$ cat src/hw/rtl/hcbd_pkg.sv
// ----------------------------------------------------------------------------
// hcbd_pkg
// Shared types and constants for the chunked body decoder.
// ----------------------------------------------------------------------------
package hcbd_pkg;

   localparam int SIZE_BITS      = 32;
   localparam int BYTE_BITS      = 8;
   localparam int LINE_CNT_BITS  = 8;

   localparam logic [LINE_CNT_BITS-1:0] MAX_LINE_RESET = 8'd64;

   typedef enum logic [1:0] {
      KIND_DATA  = 2'd0,
      KIND_DONE  = 2'd1,
      KIND_ERROR = 2'd2
   } kind_type;

   typedef enum logic [1:0] {
      ERR_LINE_LONG = 2'd0,
      ERR_NO_DIGITS = 2'd1,
      ERR_OVERFLOW  = 2'd2,
      ERR_CLOSED    = 2'd3
   } err_type;

   typedef struct packed {
      kind_type             kind;
      logic [BYTE_BITS-1:0] data_byte;
      logic                 chunk_last;
      err_type              error_code;
   } rsp_item_type;

endpackage

$ cat src/hw/rtl/hcbd_req_if.sv
// ----------------------------------------------------------------------------
// hcbd_req_if
// Input channel: one body byte or a close event per item.
// ----------------------------------------------------------------------------
interface hcbd_req_if;
   import hcbd_pkg::*;

   logic                 valid;
   logic                 ready;
   logic                 action;
   logic [BYTE_BITS-1:0] in_byte;

   modport source (output valid, output action, output in_byte, input ready);
   modport sink   (input valid, input action, input in_byte, output ready);
endinterface

$ cat src/hw/rtl/hcbd_rsp_if.sv
// ----------------------------------------------------------------------------
// hcbd_rsp_if
// Result channel: payload byte, completion or error per item.
// ----------------------------------------------------------------------------
interface hcbd_rsp_if;
   import hcbd_pkg::*;

   logic                 valid;
   logic                 ready;
   logic [1:0]           kind;
   logic [BYTE_BITS-1:0] data_byte;
   logic                 chunk_last;
   logic [1:0]           error_code;

   modport source (output valid, output kind, output data_byte, output chunk_last,
                   output error_code, input ready);
   modport sink   (input valid, input kind, input data_byte, input chunk_last,
                   input error_code, output ready);
endinterface

$ cat src/hw/rtl/hcbd_core.sv
// ----------------------------------------------------------------------------
// hcbd_core
// Decoder state and the combinational update for one item.
// ----------------------------------------------------------------------------
module hcbd_core (
   input  logic                                 clock,
   input  logic                                 reset,
   input  logic                                 go,
   input  logic                                 action,
   input  logic [hcbd_pkg::BYTE_BITS-1:0]       in_byte,
   input  logic [hcbd_pkg::LINE_CNT_BITS-1:0]   max_line,
   output logic                                 res_valid,
   output hcbd_pkg::rsp_item_type               res_item
);
   import hcbd_pkg::*;

   localparam logic [BYTE_BITS-1:0] CHAR_CR    = 8'h0d;
   localparam logic [BYTE_BITS-1:0] CHAR_LF    = 8'h0a;
   localparam logic [BYTE_BITS-1:0] CHAR_SPACE = 8'h20;
   localparam logic [BYTE_BITS-1:0] CHAR_TAB   = 8'h09;

   typedef enum logic [2:0] {
      PH_LINE     = 3'd0,
      PH_DATA     = 3'd1,
      PH_SKIP     = 3'd2,
      PH_SKIP_END = 3'd3,
      PH_DONE     = 3'd4,
      PH_ERROR    = 3'd5
   } phase_type;

   typedef enum logic [1:0] {
      DS_BLANKS = 2'd0,
      DS_DIGITS = 2'd1,
      DS_ENDED  = 2'd2,
      DS_NONE   = 2'd3
   } stage_type;

   typedef struct packed {
      stage_type            stage;
      logic [SIZE_BITS-1:0] accum;
      logic                 ovf;
   } feed_type;

   phase_type                phase_ff, phase_in;
   logic [SIZE_BITS-1:0]     rem_ff, rem_in;
   logic [SIZE_BITS-1:0]     accum_ff, accum_in;
   logic [LINE_CNT_BITS-1:0] count_ff, count_in;
   logic                     cr_ff, cr_in;
   stage_type                stage_ff, stage_in;
   logic                     skip_ff, skip_in;

   logic [LINE_CNT_BITS:0]   content;
   logic                     is_cr;
   logic                     last;
   feed_type                 feed_cr;
   feed_type                 feed_b;

   // {is_hex, value}
   function automatic logic [4:0] hex_decode(logic [BYTE_BITS-1:0] b);
      logic [4:0] r;
      r = '0;
      if (b >= 8'h30 && b <= 8'h39) begin
         r = {1'b1, 4'(b - 8'h30)};
      end else if (b >= 8'h61 && b <= 8'h66) begin
         r = {1'b1, 4'(b - 8'h57)};
      end else if (b >= 8'h41 && b <= 8'h46) begin
         r = {1'b1, 4'(b - 8'h37)};
      end
      return r;
   endfunction

   function automatic feed_type digit_feed(feed_type cur, logic [BYTE_BITS-1:0] b);
      feed_type   r;
      logic [4:0] h;
      logic       take;
      r    = cur;
      h    = hex_decode(b);
      take = 1'b0;
      unique case (cur.stage)
         DS_BLANKS: begin
            if (!(b == CHAR_SPACE || (b >= CHAR_TAB && b <= CHAR_CR))) begin
               r.stage = h[4] ? DS_DIGITS : DS_NONE;
               take    = h[4];
            end
         end
         DS_DIGITS: begin
            if (h[4]) begin
               take = 1'b1;
            end else begin
               r.stage = DS_ENDED;
            end
         end
         default: begin
         end
      endcase
      if (take) begin
         if (cur.accum[SIZE_BITS-1 -: 4] != 4'd0) begin
            r.ovf = 1'b1;
         end else begin
            r.accum = {cur.accum[SIZE_BITS-5:0], h[3:0]};
         end
      end
      return r;
   endfunction

   assign is_cr   = (in_byte == CHAR_CR);
   assign content = {1'b0, count_ff} + {{LINE_CNT_BITS{1'b0}}, cr_ff}
                    + {{LINE_CNT_BITS{1'b0}}, !is_cr};
   assign last    = (rem_ff <= SIZE_BITS'(1));

   // a pending cr that turned out not to start the terminator is a blank content byte
   always_comb begin
      feed_cr = '{stage: stage_ff, accum: accum_ff, ovf: 1'b0};
      if (cr_ff && stage_ff == DS_DIGITS) begin
         feed_cr.stage = DS_ENDED;
      end
      feed_b = is_cr ? feed_cr : digit_feed(feed_cr, in_byte);
   end

   always_comb begin
      phase_in  = phase_ff;
      rem_in    = rem_ff;
      accum_in  = accum_ff;
      count_in  = count_ff;
      cr_in     = cr_ff;
      stage_in  = stage_ff;
      skip_in   = skip_ff;
      res_valid = 1'b0;
      res_item  = '{kind: KIND_DATA, data_byte: '0, chunk_last: 1'b0,
                    error_code: ERR_LINE_LONG};

      if (go && phase_ff != PH_ERROR && phase_ff != PH_DONE) begin
         if (action) begin
            phase_in            = PH_ERROR;
            res_valid           = 1'b1;
            res_item.kind       = KIND_ERROR;
            res_item.error_code = ERR_CLOSED;
         end else begin
            unique case (phase_ff)
               PH_LINE: begin
                  if (cr_ff && in_byte == CHAR_LF) begin
                     if (stage_ff == DS_BLANKS || stage_ff == DS_NONE) begin
                        phase_in            = PH_ERROR;
                        res_valid           = 1'b1;
                        res_item.kind       = KIND_ERROR;
                        res_item.error_code = ERR_NO_DIGITS;
                     end else begin
                        skip_in = 1'b0;
                        if (accum_ff == '0) begin
                           phase_in = PH_SKIP_END;
                        end else begin
                           rem_in   = accum_ff;
                           phase_in = PH_DATA;
                        end
                        accum_in = '0;
                        count_in = '0;
                        cr_in    = 1'b0;
                        stage_in = DS_BLANKS;
                     end
                  end else if (content > {1'b0, max_line}) begin
                     phase_in            = PH_ERROR;
                     res_valid           = 1'b1;
                     res_item.kind       = KIND_ERROR;
                     res_item.error_code = ERR_LINE_LONG;
                  end else if (feed_b.ovf) begin
                     phase_in            = PH_ERROR;
                     res_valid           = 1'b1;
                     res_item.kind       = KIND_ERROR;
                     res_item.error_code = ERR_OVERFLOW;
                  end else begin
                     count_in = content[LINE_CNT_BITS-1:0];
                     cr_in    = is_cr;
                     stage_in = feed_b.stage;
                     accum_in = feed_b.accum;
                  end
               end
               PH_DATA: begin
                  res_valid           = 1'b1;
                  res_item.kind       = KIND_DATA;
                  res_item.data_byte  = in_byte;
                  res_item.chunk_last = last;
                  if (last) begin
                     rem_in   = '0;
                     phase_in = PH_SKIP;
                     skip_in  = 1'b0;
                  end else begin
                     rem_in = rem_ff - SIZE_BITS'(1);
                  end
               end
               PH_SKIP: begin
                  if (!skip_ff) begin
                     skip_in = 1'b1;
                  end else begin
                     skip_in  = 1'b0;
                     accum_in = '0;
                     count_in = '0;
                     cr_in    = 1'b0;
                     stage_in = DS_BLANKS;
                     phase_in = PH_LINE;
                  end
               end
               PH_SKIP_END: begin
                  if (!skip_ff) begin
                     skip_in = 1'b1;
                  end else begin
                     skip_in       = 1'b0;
                     phase_in      = PH_DONE;
                     res_valid     = 1'b1;
                     res_item.kind = KIND_DONE;
                  end
               end
               default: begin
                  phase_in = PH_ERROR;
               end
            endcase
         end
      end
   end

   always_ff @(posedge clock) begin
      if (reset) begin
         phase_ff <= PH_LINE;
         rem_ff   <= '0;
         accum_ff <= '0;
         count_ff <= '0;
         cr_ff    <= 1'b0;
         stage_ff <= DS_BLANKS;
         skip_ff  <= 1'b0;
      end else begin
         phase_ff <= phase_in;
         rem_ff   <= rem_in;
         accum_ff <= accum_in;
         count_ff <= count_in;
         cr_ff    <= cr_in;
         stage_ff <= stage_in;
         skip_ff  <= skip_in;
      end
   end

`ifndef SYNTHESIS
   a_error_sticky: assert property (@(posedge clock) disable iff (reset)
      phase_ff == PH_ERROR |=> phase_ff == PH_ERROR)
      else $error("decoder left the error phase");

   a_done_sticky: assert property (@(posedge clock) disable iff (reset)
      phase_ff == PH_DONE |=> phase_ff == PH_DONE)
      else $error("decoder left the complete phase");

   a_result_needs_item: assert property (@(posedge clock) disable iff (reset)
      res_valid |-> go)
      else $error("result produced without an item");

   a_data_nonzero: assert property (@(posedge clock) disable iff (reset)
      phase_ff == PH_DATA |-> rem_ff != '0)
      else $error("data phase with no bytes left");

   a_error_result: assert property (@(posedge clock) disable iff (reset)
      res_valid && res_item.kind == KIND_ERROR |=> phase_ff == PH_ERROR)
      else $error("error reported but not latched");
`endif

endmodule

$ cat src/hw/rtl/http_chunked_body_decoder_unit.sv
// ----------------------------------------------------------------------------
// http_chunked_body_decoder_unit
// Byte-serial chunked body decoder: strips size lines, passes payload bytes,
// reports completion or a latched error.
// ----------------------------------------------------------------------------
//   channel  dir  handshake         payload
//   req      in   valid / ready     action, in_byte
//   rsp      out  valid / ready     kind, data_byte, chunk_last, error_code
//   csr      in   csr_wr_en         csr_wr_data (max_line)
//
// one item per cycle sustained while rsp takes each result; an item's result, if it
// has one, passes through the input register, then the decoder update into the
// output register, before it is valid on rsp
// reset (synchronous) clears the decoder to the size line phase and max_line to 64
// req.ready drops only when the input register holds an item and the output
// register holds a result that rsp does not take
// ----------------------------------------------------------------------------
module http_chunked_body_decoder_unit (
   input  logic                               clock,
   input  logic                               reset,
   input  logic                               csr_wr_en,
   input  logic [hcbd_pkg::LINE_CNT_BITS-1:0] csr_wr_data,
   hcbd_req_if.sink                           req,
   hcbd_rsp_if.source                         rsp
);
   import hcbd_pkg::*;

   logic [LINE_CNT_BITS-1:0] max_line_ff, max_line_in;

   logic                     in_valid_ff, in_valid_in;
   logic                     in_action_ff, in_action_in;
   logic [BYTE_BITS-1:0]     in_byte_ff, in_byte_in;

   logic                     out_valid_ff, out_valid_in;
   rsp_item_type             out_item_ff, out_item_in;

   logic                     go;
   logic                     req_fire;
   logic                     res_valid;
   rsp_item_type             res_item;

   // input item moves on when the output register is free or draining
   assign go        = in_valid_ff && (!out_valid_ff || rsp.ready);
   assign req.ready = !in_valid_ff || go;
   assign req_fire  = req.valid && req.ready;

   hcbd_core u_core (
      .clock     (clock),
      .reset     (reset),
      .go        (go),
      .action    (in_action_ff),
      .in_byte   (in_byte_ff),
      .max_line  (max_line_ff),
      .res_valid (res_valid),
      .res_item  (res_item)
   );

   always_comb begin
      max_line_in  = csr_wr_en ? csr_wr_data : max_line_ff;

      in_valid_in  = req_fire || (in_valid_ff && !go);
      in_action_in = req_fire ? req.action  : in_action_ff;
      in_byte_in   = req_fire ? req.in_byte : in_byte_ff;

      out_valid_in = res_valid || (out_valid_ff && !rsp.ready);
      out_item_in  = res_valid ? res_item : out_item_ff;
   end

   always_ff @(posedge clock) begin
      if (reset) begin
         max_line_ff  <= MAX_LINE_RESET;
         in_valid_ff  <= 1'b0;
         out_valid_ff <= 1'b0;
      end else begin
         max_line_ff  <= max_line_in;
         in_valid_ff  <= in_valid_in;
         out_valid_ff <= out_valid_in;
      end
      in_action_ff <= in_action_in;
      in_byte_ff   <= in_byte_in;
      out_item_ff  <= out_item_in;
   end

   assign rsp.valid      = out_valid_ff;
   assign rsp.kind       = out_item_ff.kind;
   assign rsp.data_byte  = out_item_ff.data_byte;
   assign rsp.chunk_last = out_item_ff.chunk_last;
   assign rsp.error_code = out_item_ff.error_code;

endmodule
$ cat src/flat_wrapper.sv
// flat-port wrapper written by rule: the top's interface ports become plain ports
module http_chunked_body_decoder_unit_flat import hcbd_pkg::*;
  (clock, reset, csr_wr_en, csr_wr_data, req_valid, req_action, req_in_byte, req_ready, rsp_valid, rsp_kind, rsp_data_byte, rsp_chunk_last, rsp_error_code, rsp_ready);
  hcbd_req_if req_i ();
  hcbd_rsp_if rsp_i ();
  input  logic clock;
  input  logic reset;
  input  logic csr_wr_en;
  input  logic [hcbd_pkg::LINE_CNT_BITS-1:0] csr_wr_data;
  input wire logic [$bits(req_i.valid)-1:0] req_valid;
  input wire logic [$bits(req_i.action)-1:0] req_action;
  input wire logic [$bits(req_i.in_byte)-1:0] req_in_byte;
  output wire logic [$bits(req_i.ready)-1:0] req_ready;
  output wire logic [$bits(rsp_i.valid)-1:0] rsp_valid;
  output wire logic [$bits(rsp_i.kind)-1:0] rsp_kind;
  output wire logic [$bits(rsp_i.data_byte)-1:0] rsp_data_byte;
  output wire logic [$bits(rsp_i.chunk_last)-1:0] rsp_chunk_last;
  output wire logic [$bits(rsp_i.error_code)-1:0] rsp_error_code;
  input wire logic [$bits(rsp_i.ready)-1:0] rsp_ready;
  assign req_i.valid = req_valid;
  assign req_i.action = req_action;
  assign req_i.in_byte = req_in_byte;
  assign req_ready = req_i.ready;
  assign rsp_valid = rsp_i.valid;
  assign rsp_kind = rsp_i.kind;
  assign rsp_data_byte = rsp_i.data_byte;
  assign rsp_chunk_last = rsp_i.chunk_last;
  assign rsp_error_code = rsp_i.error_code;
  assign rsp_i.ready = rsp_ready;
  http_chunked_body_decoder_unit u_core (.clock(clock), .reset(reset), .csr_wr_en(csr_wr_en), .csr_wr_data(csr_wr_data), .req(req_i), .rsp(rsp_i));
endmodule
$ cat config.mk
export PLATFORM = sky130hd
export DESIGN_NAME = http_chunked_body_decoder_unit_flat
export DESIGN_NICKNAME = d
export VERILOG_FILES = /design/src/hw/rtl/hcbd_pkg.sv /design/src/hw/rtl/hcbd_req_if.sv /design/src/hw/rtl/hcbd_rsp_if.sv /design/src/hw/rtl/hcbd_core.sv /design/src/hw/rtl/http_chunked_body_decoder_unit.sv /design/src/flat_wrapper.sv
export SDC_FILE = /design/constraint.sdc
export NUM_CORES = 1
export LEC_CHECK = 0
export ABC_AREA = 1
export BUFFER_PORTS_ARGS = -buffer_cell sky130_fd_sc_hd__buf_4
export CORE_ASPECT_RATIO = 1.5
export CORE_MARGIN = 2
export CORE_UTILIZATION = 52
export CTS_BUF_LIST = sky130_fd_sc_hd__clkbuf_2
export CTS_CLUSTER_DIAMETER = 40
export DETAILED_ROUTE_END_ITERATION = 7
export PLACE_DENSITY_LB_ADDON = 0.3
export SETUP_SLACK_MARGIN = 0.5
export SLEW_MARGIN = 20
export SYNTH_ARGS = -nofsm -noshare
export SYNTH_HDL_FRONTEND = slang
export SYNTH_HIERARCHICAL = 1
export SYNTH_SLANG_ARGS = --single-unit
$ cat constraint.sdc
create_clock -name clock -period 11.6 [get_ports clock]
set_input_delay 1.74 -clock clock [delete_from_list [all_inputs] [get_ports clock]]
set_output_delay 1.74 -clock clock [all_outputs]
set_load 0.02 [all_outputs]
Word level (Yosys, flattened, before mapping)
Index checks and enable logic that the tools add are counted.

Mux-type cells: 78. Equality and inequality tests: 26. Add/subtract/negate cells: 6. Reduce and logical (&&, ||, !) cells: 39. Bitwise operators: 3. Order comparisons: 10.

Operators by type and width (count): $mux 32 (10); $pmux 32 s2 (2); $mux 8 (5); $mux 2 (19); $mux 35 (1); $mux 33 (1); $le 32x1->1 const B (1); $logic_not 32->1 (1); $sub 32x1->32 const B (1); $mux 3 (8); $ne 3x3->1 const B (8); $mux 1 (20); $eq 8x4->1 const B (2); $ge 8x7->1 const B (2); $le 8x7->1 const B (2); $pmux 8 s2 (1); $mux 5 (3); $logic_and 1x1->1 (12); $pmux 2 s2 (3); $pmux 3 s4 (1); $reduce_and 6->1 (2); $ne 2x2->1 const B (5); $reduce_and 10->1 (1); $add 8x1->9 (1); other kinds (29) (50).

Input bits: 22. Register bits: 111. Word-level logic and storage cells: 179.

Depth between registers and ports, before layout
Gate-level depths: netlist of run 1.

Word-level depth: 16. Mapped depth: 29. Mapped depth without buffers: 28.

Cells and area by module
The synthesis of run 1 kept the hierarchy.

By module, submodules not included: hcbd_core (times used 1, sequential area each 1581.5 µm², cells each 868, area an instance 5422.7 µm²); http_chunked_body_decoder_unit (times used 1, sequential area each 860.8 µm², cells each 68, area an instance 1056.0 µm²).

Worst setup path before layout of run 1
OpenSTA, ideal clock, no wires.

Path kind: input port to output port. From: in rsp_ready. To: out req_ready. Slack: 7.851 ns. Data arrival time: 2.009 ns. Cell stages on the path: 2. Required time: 9.860 ns. Cell sequence: inv_1 nand3_1.

Cells in the longest elaborated chain, start to end: 3.

Ends and longest elaborated chain: from (decl) (line flat_wrapper.sv:19) `input wire logic [$bits(rsp_i.ready)-1:0] rsp_ready;`; $logic_or 1x1->1 (line http_chunked_body_decoder_unit.sv:43) `assign go = in_valid_ff && (!out_valid_ff || rsp.ready);`; $logic_and 1x1->1 (line http_chunked_body_decoder_unit.sv:43); $logic_or 1x1->1 (line http_chunked_body_decoder_unit.sv:44) `assign req.ready = !in_valid_ff || go;`; to (decl) (line flat_wrapper.sv:13) `output wire logic [$bits(req_i.ready)-1:0] req_ready;`.

Every way passes these cells.

Worst setup path after layout of run 1
From: reg u_core.in_byte_ff[1]. To: reg u_core.out_valid_ff (netlist: u_core/rsp.valid).

Cells in the longest elaborated chain, start to end: 16. Elaborated cells on any way between the ends: 35.

Ends and longest elaborated chain: from (decl) (line http_chunked_body_decoder_unit.sv:32) `logic [BYTE_BITS-1:0] in_byte_ff, in_byte_in;`; from (signal assigned) (line http_chunked_body_decoder_unit.sv:80) `in_byte_ff <= in_byte_in;`; $ge 8x7->1 or $le 8x7->1 (tied branches) (line hcbd_core.sv:66) `end else if (b >= 8'h41 && b <= 8'h46) begin`; $logic_and 1x1->1 (line hcbd_core.sv:66); $mux 5 (line hcbd_core.sv:66); $mux 5 (line hcbd_core.sv:64) `end else if (b >= 8'h61 && b <= 8'h66) begin`; $mux 5 (line hcbd_core.sv:62) `if (b >= 8'h30 && b <= 8'h39) begin`; $mux 1 (on tied branches) (line hcbd_core.sv:87, hcbd_core.sv:81); $pmux 1 s2 (line hcbd_core.sv:79) `unique case (cur.stage)`; $mux 33 (line hcbd_core.sv:96) `if (take) begin`; $mux 35 (line hcbd_core.sv:117) `feed_b = is_cr ? feed_cr : digit_feed(feed_cr, in_byte);`; $mux 1 (line hcbd_core.sv:165) `end else if (feed_b.ovf) begin`; $mux 1 (line hcbd_core.sv:160) `end else if (content > {1'b0, max_line}) begin`; $mux 1 (*) (line hcbd_core.sv:141) `if (cr_ff && in_byte == CHAR_LF) begin`; $pmux 1 s3 (*) (line hcbd_core.sv:139) `unique case (phase_ff)`; $mux 1 (*) (line hcbd_core.sv:133) `if (action) begin`; $mux 1 (*) (line hcbd_core.sv:132) `if (go && phase_ff != PH_ERROR && phase_ff != PH_DONE) begin`; via u_core.res_valid (line http_chunked_body_decoder_unit.sv:39) `logic res_valid;`; $logic_or 1x1->1 (*) (line http_chunked_body_decoder_unit.sv:65) `out_valid_in = res_valid || (out_valid_ff && !rsp.ready);`; to (signal assigned) (line http_chunked_body_decoder_unit.sv:77) `out_valid_ff <= out_valid_in;`; to (decl) (line http_chunked_body_decoder_unit.sv:34) `logic out_valid_ff, out_valid_in;`.

The timed path passes the listed nets; every way through them passes the cells marked *. The select of a mux whose other input is x is not followed. A chain may end at the register's enable or synchronous reset.

==> results.toml, run 1 <==
[status]
status = "finished, final reports clean"

[clock_network]
cts_tree = "built"
cts_resized = 0
clock_latency_ps = 610
cts_buffer_depth = 2
numCtsBuffers = 9
htree_levels = 3
path_clk_slew_ps = 280
cts_hold_buf = 0
cts.root.buffer_cell = "clkbuf_2"
cts_sinks = 111
postCtsSetupRepairBufs = 0

[synthesis]
synth_xor_area_frac = 0.0311
synth_compound_area_frac = 0.137
synth-seq-cells = 111
syn_inst = 936
yosysUniqueCellTypes = 49
yosys_warnings = 6
synth_top_family_by_area = "simple AND/OR/NAND/NOR gates"
yosysTopAreaCellShare = 0.275
yosys.area.top_type = "dfxtp_1"
synth.yosys.seq_area_share = 0.377
synthMuxAreaShare = 0
yosys.area_share.simple = 0.313
synth_fa_ha_area_frac = 0.0359
yosys-top-cells-area = "dfxtp_1, nand2_1, edfxtp_1"
syn_area_per_cell_um2 = 6.92
synthesis.nets = 976
synth_area_um2 = 6480

[die]
rows = 49
coreArea_um2 = 12100
dieWidth_um = 95.1
io_pins = 37
die_h_um = 141
initial_core_util = 0.536
die_area_um2 = 13400

[setup_path]
cp_max_fo = 14
r2r_slack_ps = 7090
crit_start = "u_core/in_byte_ff[1]$_DFFE_PP_"
r2r-end = "u_core/rsp.valid$_SDFF_PP0_"
cp.arrival_ps = 5010
crit_end = "u_core/rsp.valid$_SDFF_PP0_"
cp_data_required_time_ps = 12100
critPathCaptureType = "register"
reg2reg_from = "u_core/in_byte_ff[1]$_DFFE_PP_"
cp-start-kind = "register"
reg2reg_depth = 26
critical_path_class = "register to register"

[power]
clkPwrFrac = 0.201
switchingPower_uw = 279
netSwitchingFraction = 0.355
p_seq_frac = 0.544
power_density_nw_per_um2 = 115
power.leakage_uw = 0.00317
ir_worst_vdd_v = 0.0000756
p_int_uw = 508
p_comb_frac = 0.255

[place]
gp_congestion = 0.982
placed_cells = 1095
hpwl_um = 10600
io_buffers = 36

[detailed_routing]
drt_iter0_markers = 487
vias_per_cell = 5.18
wire_per_inst_um = 13.0
antenna_left = 0
drtPass1Iterations = 5
finalWirelength_um = 14500
post-route-drc-count = 0
dr_total_vias = 5763

[min_path]
min-delay-start = "u_core/max_line_ff[6]$_SDFFE_PP1P_"
holdPathStages = 2
min_path_type = "register to register"

[global_routing]
grt_pass1_wl_um = 24600
track_usage = 0.228
gr-total-overflow = 0
grt_max_degree = 43
first_global_vias = 5339
antenna_found_initial = 1

[timing]
drv_slew = 0
worstMarginPinSlew_ps = 776
setup_tns_ps = 0
finalCriticalPeriod_ps = 4510
skew_ps = 36.5
rsz0062_at_grt = "no"
fmax_mhz = 222
fin_hold_ws_ps = 470
hold_viol_final = 0
slew_headroom = 0.479
period_share = 0.389
setup_viol = 0

[final_layout]
final_common_cell = "nand2_1"
fin_cells = 1112
post-route-util = 0.567
layout-drive-gt1-share = 0.121
area_growth_pct = 5.79
final_cell_mix = "nand2_1, nor2_1, inv_1"
nNetsFinal = 993

[flow_run]
maxCapViolCount = 0
[layer usage]
metal	share of wire	GRT usage	routed length, µm
met1	0.43	0.278	6180
met2	0.52	0.400	7520
met3	0.027	0.0299	387
met4	0.027	0.0900	395
met5	0	0	0
[critical path, cell delays in order (launching register included)]
cell,delay (ps)
edfxtp_1,500
inv_1,170
ha_1,170
inv_1,70
nor3_2,430
fa_1,280
inv_1,50
ha_1,200
nand2_2,100
nor2_4,50
nand3_1,80
xor2_1,180
inv_1,60
ha_1,290
a21o_1,160
nand3_1,70
nand2_1,50
nor2_1,90
nand2_1,60
nand2_2,80
inv_2,60
o21ai_0,370
nand3_1,120
o21ai_0,160
inv_1,300
a21oi_1,220
nor2_1,50
[power groups by stage]
stage	clock [µW]	sequential [µW]	combinational, µW
5_1_grt	177	432	228
3_5_place_dp	0	436	199
4_1_cts	163	428	201
3_3_place_gp	0	435	198
2_1_floorplan	0	435	153
6_report	158	429	201
[state kept, by name, summed over array words and instances (netlist names)]
register                count
u_core/u_core/count_ff      8
u_core/in_byte_ff           8
u_core/u_core/accum_ff     32
u_core/u_core/stage_ff      2
u_core/in_valid_ff          1
u_core/u_core/rem_ff       32
u_core/u_core/phase_ff      3
u_core/rsp.valid            1
u_core/in_action_ff         1
u_core/rsp.error_code       2
u_core/max_line_ff          8
u_core/u_core/skip_ff       1
u_core/u_core/cr_ff         1
u_core/rsp.data_byte        8
u_core/rsp.kind             2
u_core/rsp.chunk_last       1
[cells in the mapped netlist, drive strengths merged]
master,count
clkbuf,12
edfxtp,22
nor2,165
fa,1
o21bai,1
o41ai,1
nor4,6
xnor2,8
xor2,15
o31ai,1
o211ai,2
nor3,17
o21a,1
nand3b,3
ha,17
inv,124
clkinv,2
o2111ai,1
o21ai,60
o22ai,2
or2,3
nand2,227
buf,21
a21o,2
nand3,35
a21boi,1
a21oi,83
dfxtp,89
nand4,9
a211oi,4
a2111oi,1
[how the worst min path moves through the flow]
stage,endpoint
3_5_place_dp,u_core/max_line_ff[6]$_SDFFE_PP1P_
2_1_floorplan,u_core/max_line_ff[6]$_SDFFE_PP1P_
5_1_grt,u_core/max_line_ff[6]$_SDFFE_PP1P_
6_report,u_core/max_line_ff[6]$_SDFFE_PP1P_
4_1_cts,u_core/max_line_ff[6]$_SDFFE_PP1P_
3_3_place_gp,u_core/max_line_ff[6]$_SDFFE_PP1P_
[cell type report]
class / instances / area (µm²)
sequential: 111 / 2440
antenna: 1 / 2.50
clock inverter: 7 / 47.5
clock buffer: 9 / 45.0
timing repair buffer: 39 / 293
multi-input combinational: 666 / 3350
fill: 1175 / 5220
inverter: 126 / 483
tap: 153 / 191
[stage by stage]
stage	worst slack [ps]	total power, µW	area, µm²
after floorplan	7850	587	6480
final	7090	788	6850
after global routing	6680	837	6850
after detailed placement	7200	635	6760
after global placement	7300	633	6760
after CTS	7140	792	6850
[logic make-up (layout without fill, tap and decap cells)]
group                    count (synthesis)  count (layout)
XOR/XNOR                                23              23
flip-flops                             111             111
adder cells (fa/ha/maj)                 18              18
AND/OR/NAND/NOR                        465             465
AO/OA/AOI/OAI                          160             160
other                                    0               1
buffers and inverters                  159             181
Power figures use the tool's default switching activity.
==> inputs of run 2 (changes only) <==
clock period = 4.2 ns   (was 11.6 ns; I/O delays follow)
==> results.toml, run 2 (synthesis results as in run 1) <==
[timing]
rsz0062_at_grt = "yes"
setup_tns_ps = 0
slew_headroom = 0.494
setup_viol = 0
hold_viol_final = 0
fmax_mhz = 267
drv_slew = 0
finalCriticalPeriod_ps = 3740
worstMarginPinSlew_ps = 759
skew_ps = 31.7
period_share = 0.891

[detailed_routing]
finalWirelength_um = 16700
antenna_left = 0
drtPass1Iterations = 5
dr_total_vias = 6232
post-route-drc-count = 0
vias_per_cell = 5.42
wire_per_inst_um = 14.6
drt_iter0_markers = 550

[setup_path]
crit_start = "u_core/in_byte_ff[0]$_DFFE_PP_"
reg2reg_from = "u_core/in_byte_ff[0]$_DFFE_PP_"
critical_path_class = "register to register"
cp-start-kind = "register"
cp_common_cell = "ha_4"
critical-path-slowest-cell = "edfxtp_1"
cp_data_required_time_ps = 4660
cp.arrival_ps = 4200
r2r_slack_ps = 460
max_stage_delay_ps = 510
cp_max_fo = 5
path_cells = "ha_4 > inv_4 > nor3_4 > fa_2 > inv_2 > ha_4 > nand2_4 > nor2_4 > nand3_2 > xor2_2 > inv_1 > ha_4 > a21o_1 > nand3_1 > nand2_1 > nor2_2 > nand2_1 > nand2_2 > inv_4 > o21ai_4 > nand3_2 > o21ai_4 > clkinvlp_4 > buf_6"
critPathCaptureType = "register"

[die]
dieWidth_um = 95.1
die_h_um = 141
initial_core_util = 0.536
rows = 49
io_pins = 37
die_area_um2 = 13400
coreArea_um2 = 12100

[clock_network]
htree_levels = 3
cts.root.buffer_cell = "clkbuf_2"
cts_buffer_depth = 2
cts_tree = "built"
path_clk_slew_ps = 320
numCtsBuffers = 9
clock_latency_ps = 630
cts_sinks = 111

[final_layout]
fillCellCount = 1104
nNetsFinal = 1030
area_growth_pct = 16.7
layout-drive-gt1-share = 0.222
final_cell_mix = "nand2_1, nor2_1, inv_1"
multi_input_area_um2 = 3710
seqCellArea_um2 = 2440
fin_cells = 1149
final_common_cell = "nand2_1"
reg.largest.list = "u_core/u_core/accum_ff x32, u_core/u_core/rem_ff x32"
design_area_um2 = 7560

[global_routing]
track_usage = 0.234
first_global_vias = 5518
antenna_found_initial = 1
grt_max_degree = 43
gr-total-overflow = 0
grt_pass1_wl_um = 25100

[power]
power_density_nw_per_um2 = 305
ir_worst_vdd_v = 0.000198
p_total_uw = 2310
power.leakage_uw = 0.00343

[min_path]
min-delay-start = "req_in_byte[4]"
min_path_type = "primary input to register"

[place]
hpwl_um = 10900
io_buffers = 36
place_area_um2 = 6820
placed_cells = 1101
gp_congestion = 0.977

[flow_run]
maxCapViolCount = 0

[status]
status = "finished, final reports clean"
[run 2: cell count changes in the layout (fill, tap and decap cells not counted), sizes merged]
cell	previous run	this run
clkinvlp	3	5
clkinv	5	2
buf	39	70
clkbuf	9	12
inv	125	127
nand2	227	229
[run 2: layout make-up]
class | instances | area share
multi-input combinational | 668 | 0.491
timing repair inverter | 1 | 0.000993
clock buffer | 9 | 0.00596
inverter | 126 | 0.0649
timing repair buffer | 73 | 0.0816
tap | 153 | 0.0253
antenna | 1 | 0.000331
clock inverter | 7 | 0.00712
sequential | 111 | 0.323
[run 2: worst max-delay path, delay by kind of cell, from the launching register on]
family / cells / cell delay [ps]
fa+ha+maj: 4 / 940
compound gates: 3 / 510
xor+xnor: 1 / 170
simple gates: 10 / 860
buf+inv: 6 / 600
flops: 1 / 510
[run 2: report_power, final]
part	internal, µW	switching (µW)	leakage, µW
clock	82.3	379	0.0000515
sequential	1140	43.6	0.000936
combinational	235	426	0.00245
[run 2: metal layers]
metal  part of all wire  global-route usage  routed length [µm]  up-vias
met5                  0                   0                   0        -
met4              0.048               0.107                 795        0
met3              0.037              0.0374                 617       66
met2               0.52               0.416                8700      197
met1               0.40               0.270                6620     2877
li1                   -                   -                   -     3092
[run 2: what timing repair did]
action                                  4_1_cts  5_1_grt
hold endpoints to repair                      0        0
gates cloned                                  1        5
resized for setup                            20       77
hold buffers                                  0        0
pin swaps                                    11       39
endpoints found under the setup margin       46       51
setup buffers                                15       10
[run 2: worst paths after layout]
path,to,depth (start not counted)
worst min-delay path,u_core/in_byte_ff[4]$_DFFE_PP_,1
worst max-delay path,u_core/rsp.data_byte[2]$_DFFE_PP_,24
worst max register to register,u_core/rsp.data_byte[2]$_DFFE_PP_,24
worst min register to register,u_core/max_line_ff[6]$_SDFFE_PP1P_,2
[run 2: stage by stage]
stage	hold slack [ps]	setup WS, ps	util
6_report	141	456	0.626
5_1_grt	72.8	284	0.626
4_1_cts	109	461	0.589
3_5_place_dp	449	93.6	0.565
3_3_place_gp	444	248	0.565
2_1_floorplan	426	528	-
==> inputs of run 3 (changes only) <==
ABC_AREA = not set   (was 1)
ABC_CLOCK_PERIOD_IN_PS = 4200   (was not set)
CTS_CLUSTER_DIAMETER = not set   (was 40)
==> results.toml, run 3 <==
[status]
status = "complete, but fails checks"
violations = "DRC"

[final_layout]
layout-drive-gt1-share = 0.195
area_growth_pct = 18.0
final_cell_mix = "dfxtp_1, buf_4, nand2_1"
post-route-util = 0.633
nNetsFinal = 764
final_common_cell = "dfxtp_1"
reg.largest.list = "u_core/u_core/accum_ff x32, u_core/u_core/rem_ff x32"
multi_input_area_um2 = 3450
seqCellArea_um2 = 2440
fillCellCount = 892

[timing]
fmax_mhz = 260
rsz0062_at_grt = "yes"
worstMarginPinSlew_ps = 979
drv_slew = 0
slew_headroom = 0.344
setup_viol = 0
finalCriticalPeriod_ps = 3850
skew_ps = 42.4
period_share = 0.916
hold_viol_final = 0
setup_tns_ps = 0

[setup_path]
cp_num_buf_inv = 2
path_cells = "ha_4 > nand2_4 > nor2_4 > fa_2 > nand3b_1 > nor2_2 > and3_1 > xor2_1 > ha_1 > nand2_1 > o32a_1 > o21ai_2 > buf_6 > nand3_4 > o21ai_4 > a31oi_4 > buf_6"
cp_data_required_time_ps = 4610
critical_path_class = "register to register"
cp_common_cell = "buf_6"
cp.arrival_ps = 4260
cp-start-kind = "register"
cp_top_family = "simple AND/OR/NAND/NOR gates"
critical-path-slowest-cell = "edfxtp_1"
cp_max_fo = 4
critPathCaptureType = "register"
max_stage_delay_ps = 520

[synthesis]
synth_area_um2 = 5970
synth_edf_count = 22
yosysUniqueCellTypes = 72
synth.yosys.seq_area_share = 0.409
yosysTopAreaCellShare = 0.299
syn_inst = 665
yosys-top-cells-area = "dfxtp_1, edfxtp_1, a22o_1"
yosys_warnings = 6
yosys.area.top_type = "dfxtp_1"
syn_area_per_cell_um2 = 8.97
synth-seq-cells = 111
synth_most_common_cell = "dfxtp_1"
ys.flop_type = "dfxtp_1"
synthesis.nets = 705
synthTopCellsByCount = "dfxtp_1, nand2_1, nor2_1"
ys_async_sr_fraction = 0

[clock_network]
numCtsBuffers = 9
cts_sinks = 111
cts.root.buffer_cell = "clkbuf_2"
cts_buffer_depth = 2
cts_tree = "built"
cts_hold_buf = 0
clock_latency_ps = 620
htree_levels = 3
path_clk_slew_ps = 330

[die]
initial_core_util = 0.537
io_pins = 37
rows = 47
die_h_um = 135
coreArea_um2 = 11100
dieWidth_um = 91.5
die_area_um2 = 12400

[global_routing]
gr-total-overflow = 0
antenna_found_initial = 1
grt_max_degree = 48
track_usage = 0.282
grt_pass1_wl_um = 27900
first_global_vias = 5679

[detailed_routing]
wire_per_inst_um = 20.4
vias_per_cell = 6.76
post-route-drc-count = 1
drtPass1Iterations = 8
antenna_left = 0
drt_iter0_markers = 666
dr_total_vias = 5932
finalWirelength_um = 17900

[place]
hpwl_um = 11800
gp_congestion = 0.952
io_buffers = 36

[power]
power.leakage_uw = 0.00274
power_density_nw_per_um2 = 269
ir_worst_vdd_v = 0.000182

[flow_run]
maxCapViolCount = 0

[min_path]
min_path_type = "primary input to register"
-- run 3: changes by cell type in the layout (fill, tap and decap cells not counted), moves of 15 or more --
cell / delta
inv_1: -77
nand2_1: -101
o21ai_0: -22
o32ai_1: +15
a21oi_1: -36
a22o_1: +33
nor2_1: -97
nand2_2: -42
-- run 3: what timing repair did --
| item | 4_1_cts | 5_1_grt |
|---|---|---|
| endpoints found under the setup margin | 61 | 60 |
| buffers inserted | 16 | 8 |
| pin swaps | 31 | 16 |
| gates cloned | 3 | 4 |
| gates resized for setup | 31 | 10 |
-- run 3: power breakdown --
part | switching (µW) | internal, µW | leakage [µW] | total (µW)
Sequential | 18.4 | 1110 | 0.000922 | 1130
Clock | 377 | 84.8 | 0.0000594 | 462
Combinational | 181 | 119 | 0.00176 | 300
-- run 3: routing by layer --
metal	global-route usage	share of wire	vias to the layer above
met5	0	0	-
met4	0.154	0.051	0
met3	0.0445	0.061	97
met2	0.523	0.53	347
met1	0.302	0.36	2841
li1	-	-	2647
-- run 3: through the flow --
stage	area, µm²	std cells	total power, µW	setup WS (ps)	hold WS [ps]
finish	7040	877	1890	353	143
global route	7040	877	1960	255	79.5
CTS	6860	864	1880	437	107
detailed placement	6420	829	1390	22.0	466
global placement	6420	829	1380	260	454
floorplan	6020	665	1310	502	436
-- run 3: path summary, 6_finish.rpt --
path	startpoint	endpoint	slack (ps)	depth (start not counted)
setup reg to reg	u_core/in_byte_ff[0]$_DFFE_PP_	u_core/rsp.error_code[1]$_DFFE_PP_	350	17
hold reg to reg	u_core/u_core/rem_ff[15]$_SDFFE_PP0P_	u_core/u_core/rem_ff[15]$_SDFFE_PP0P_	490	2
setup / recovery	u_core/in_byte_ff[0]$_DFFE_PP_	u_core/rsp.error_code[1]$_DFFE_PP_	350	17
hold / removal	req_in_byte[1]	u_core/in_byte_ff[1]$_DFFE_PP_	140	1
-- run 3: area by class of cell --
cell class	count	share of cell area
Clock buffer	9	0.00640
Inverter	34	0.0181
Timing Repair Buffer	81	0.104
Clock inverter	7	0.00764
Multi-Input combinational cell	487	0.490
Tap cell	147	0.0261
Antenna cell	1	0.000355
Sequential cell	111	0.347
-- run 3: cells by family (layout without fill, tap and decap cells) --
logic type      after synthesis  after routing  share of synthesized area
simple gates                250            250                      0.214
compound gates              195            196                      0.250
buf+inv                      68            131                     0.0508
other cells                   0              1                          0
fa+ha+maj                    18             18                     0.0390
xor+xnor                      9              9                     0.0132
flops                       111            111                      0.409
mux                          14             14                     0.0239
-- run 3: worst register-to-register path: cells and delay by family, from the launching register on --
kind | cells | cell delay, ps
AO/OA/AOI/OAI | 4 | 870
XOR/XNOR | 1 | 250
adder cells (fa/ha/maj) | 3 | 760
buffers and inverters | 2 | 290
flip-flops | 1 | 520
AND/OR/NAND/NOR | 7 | 930
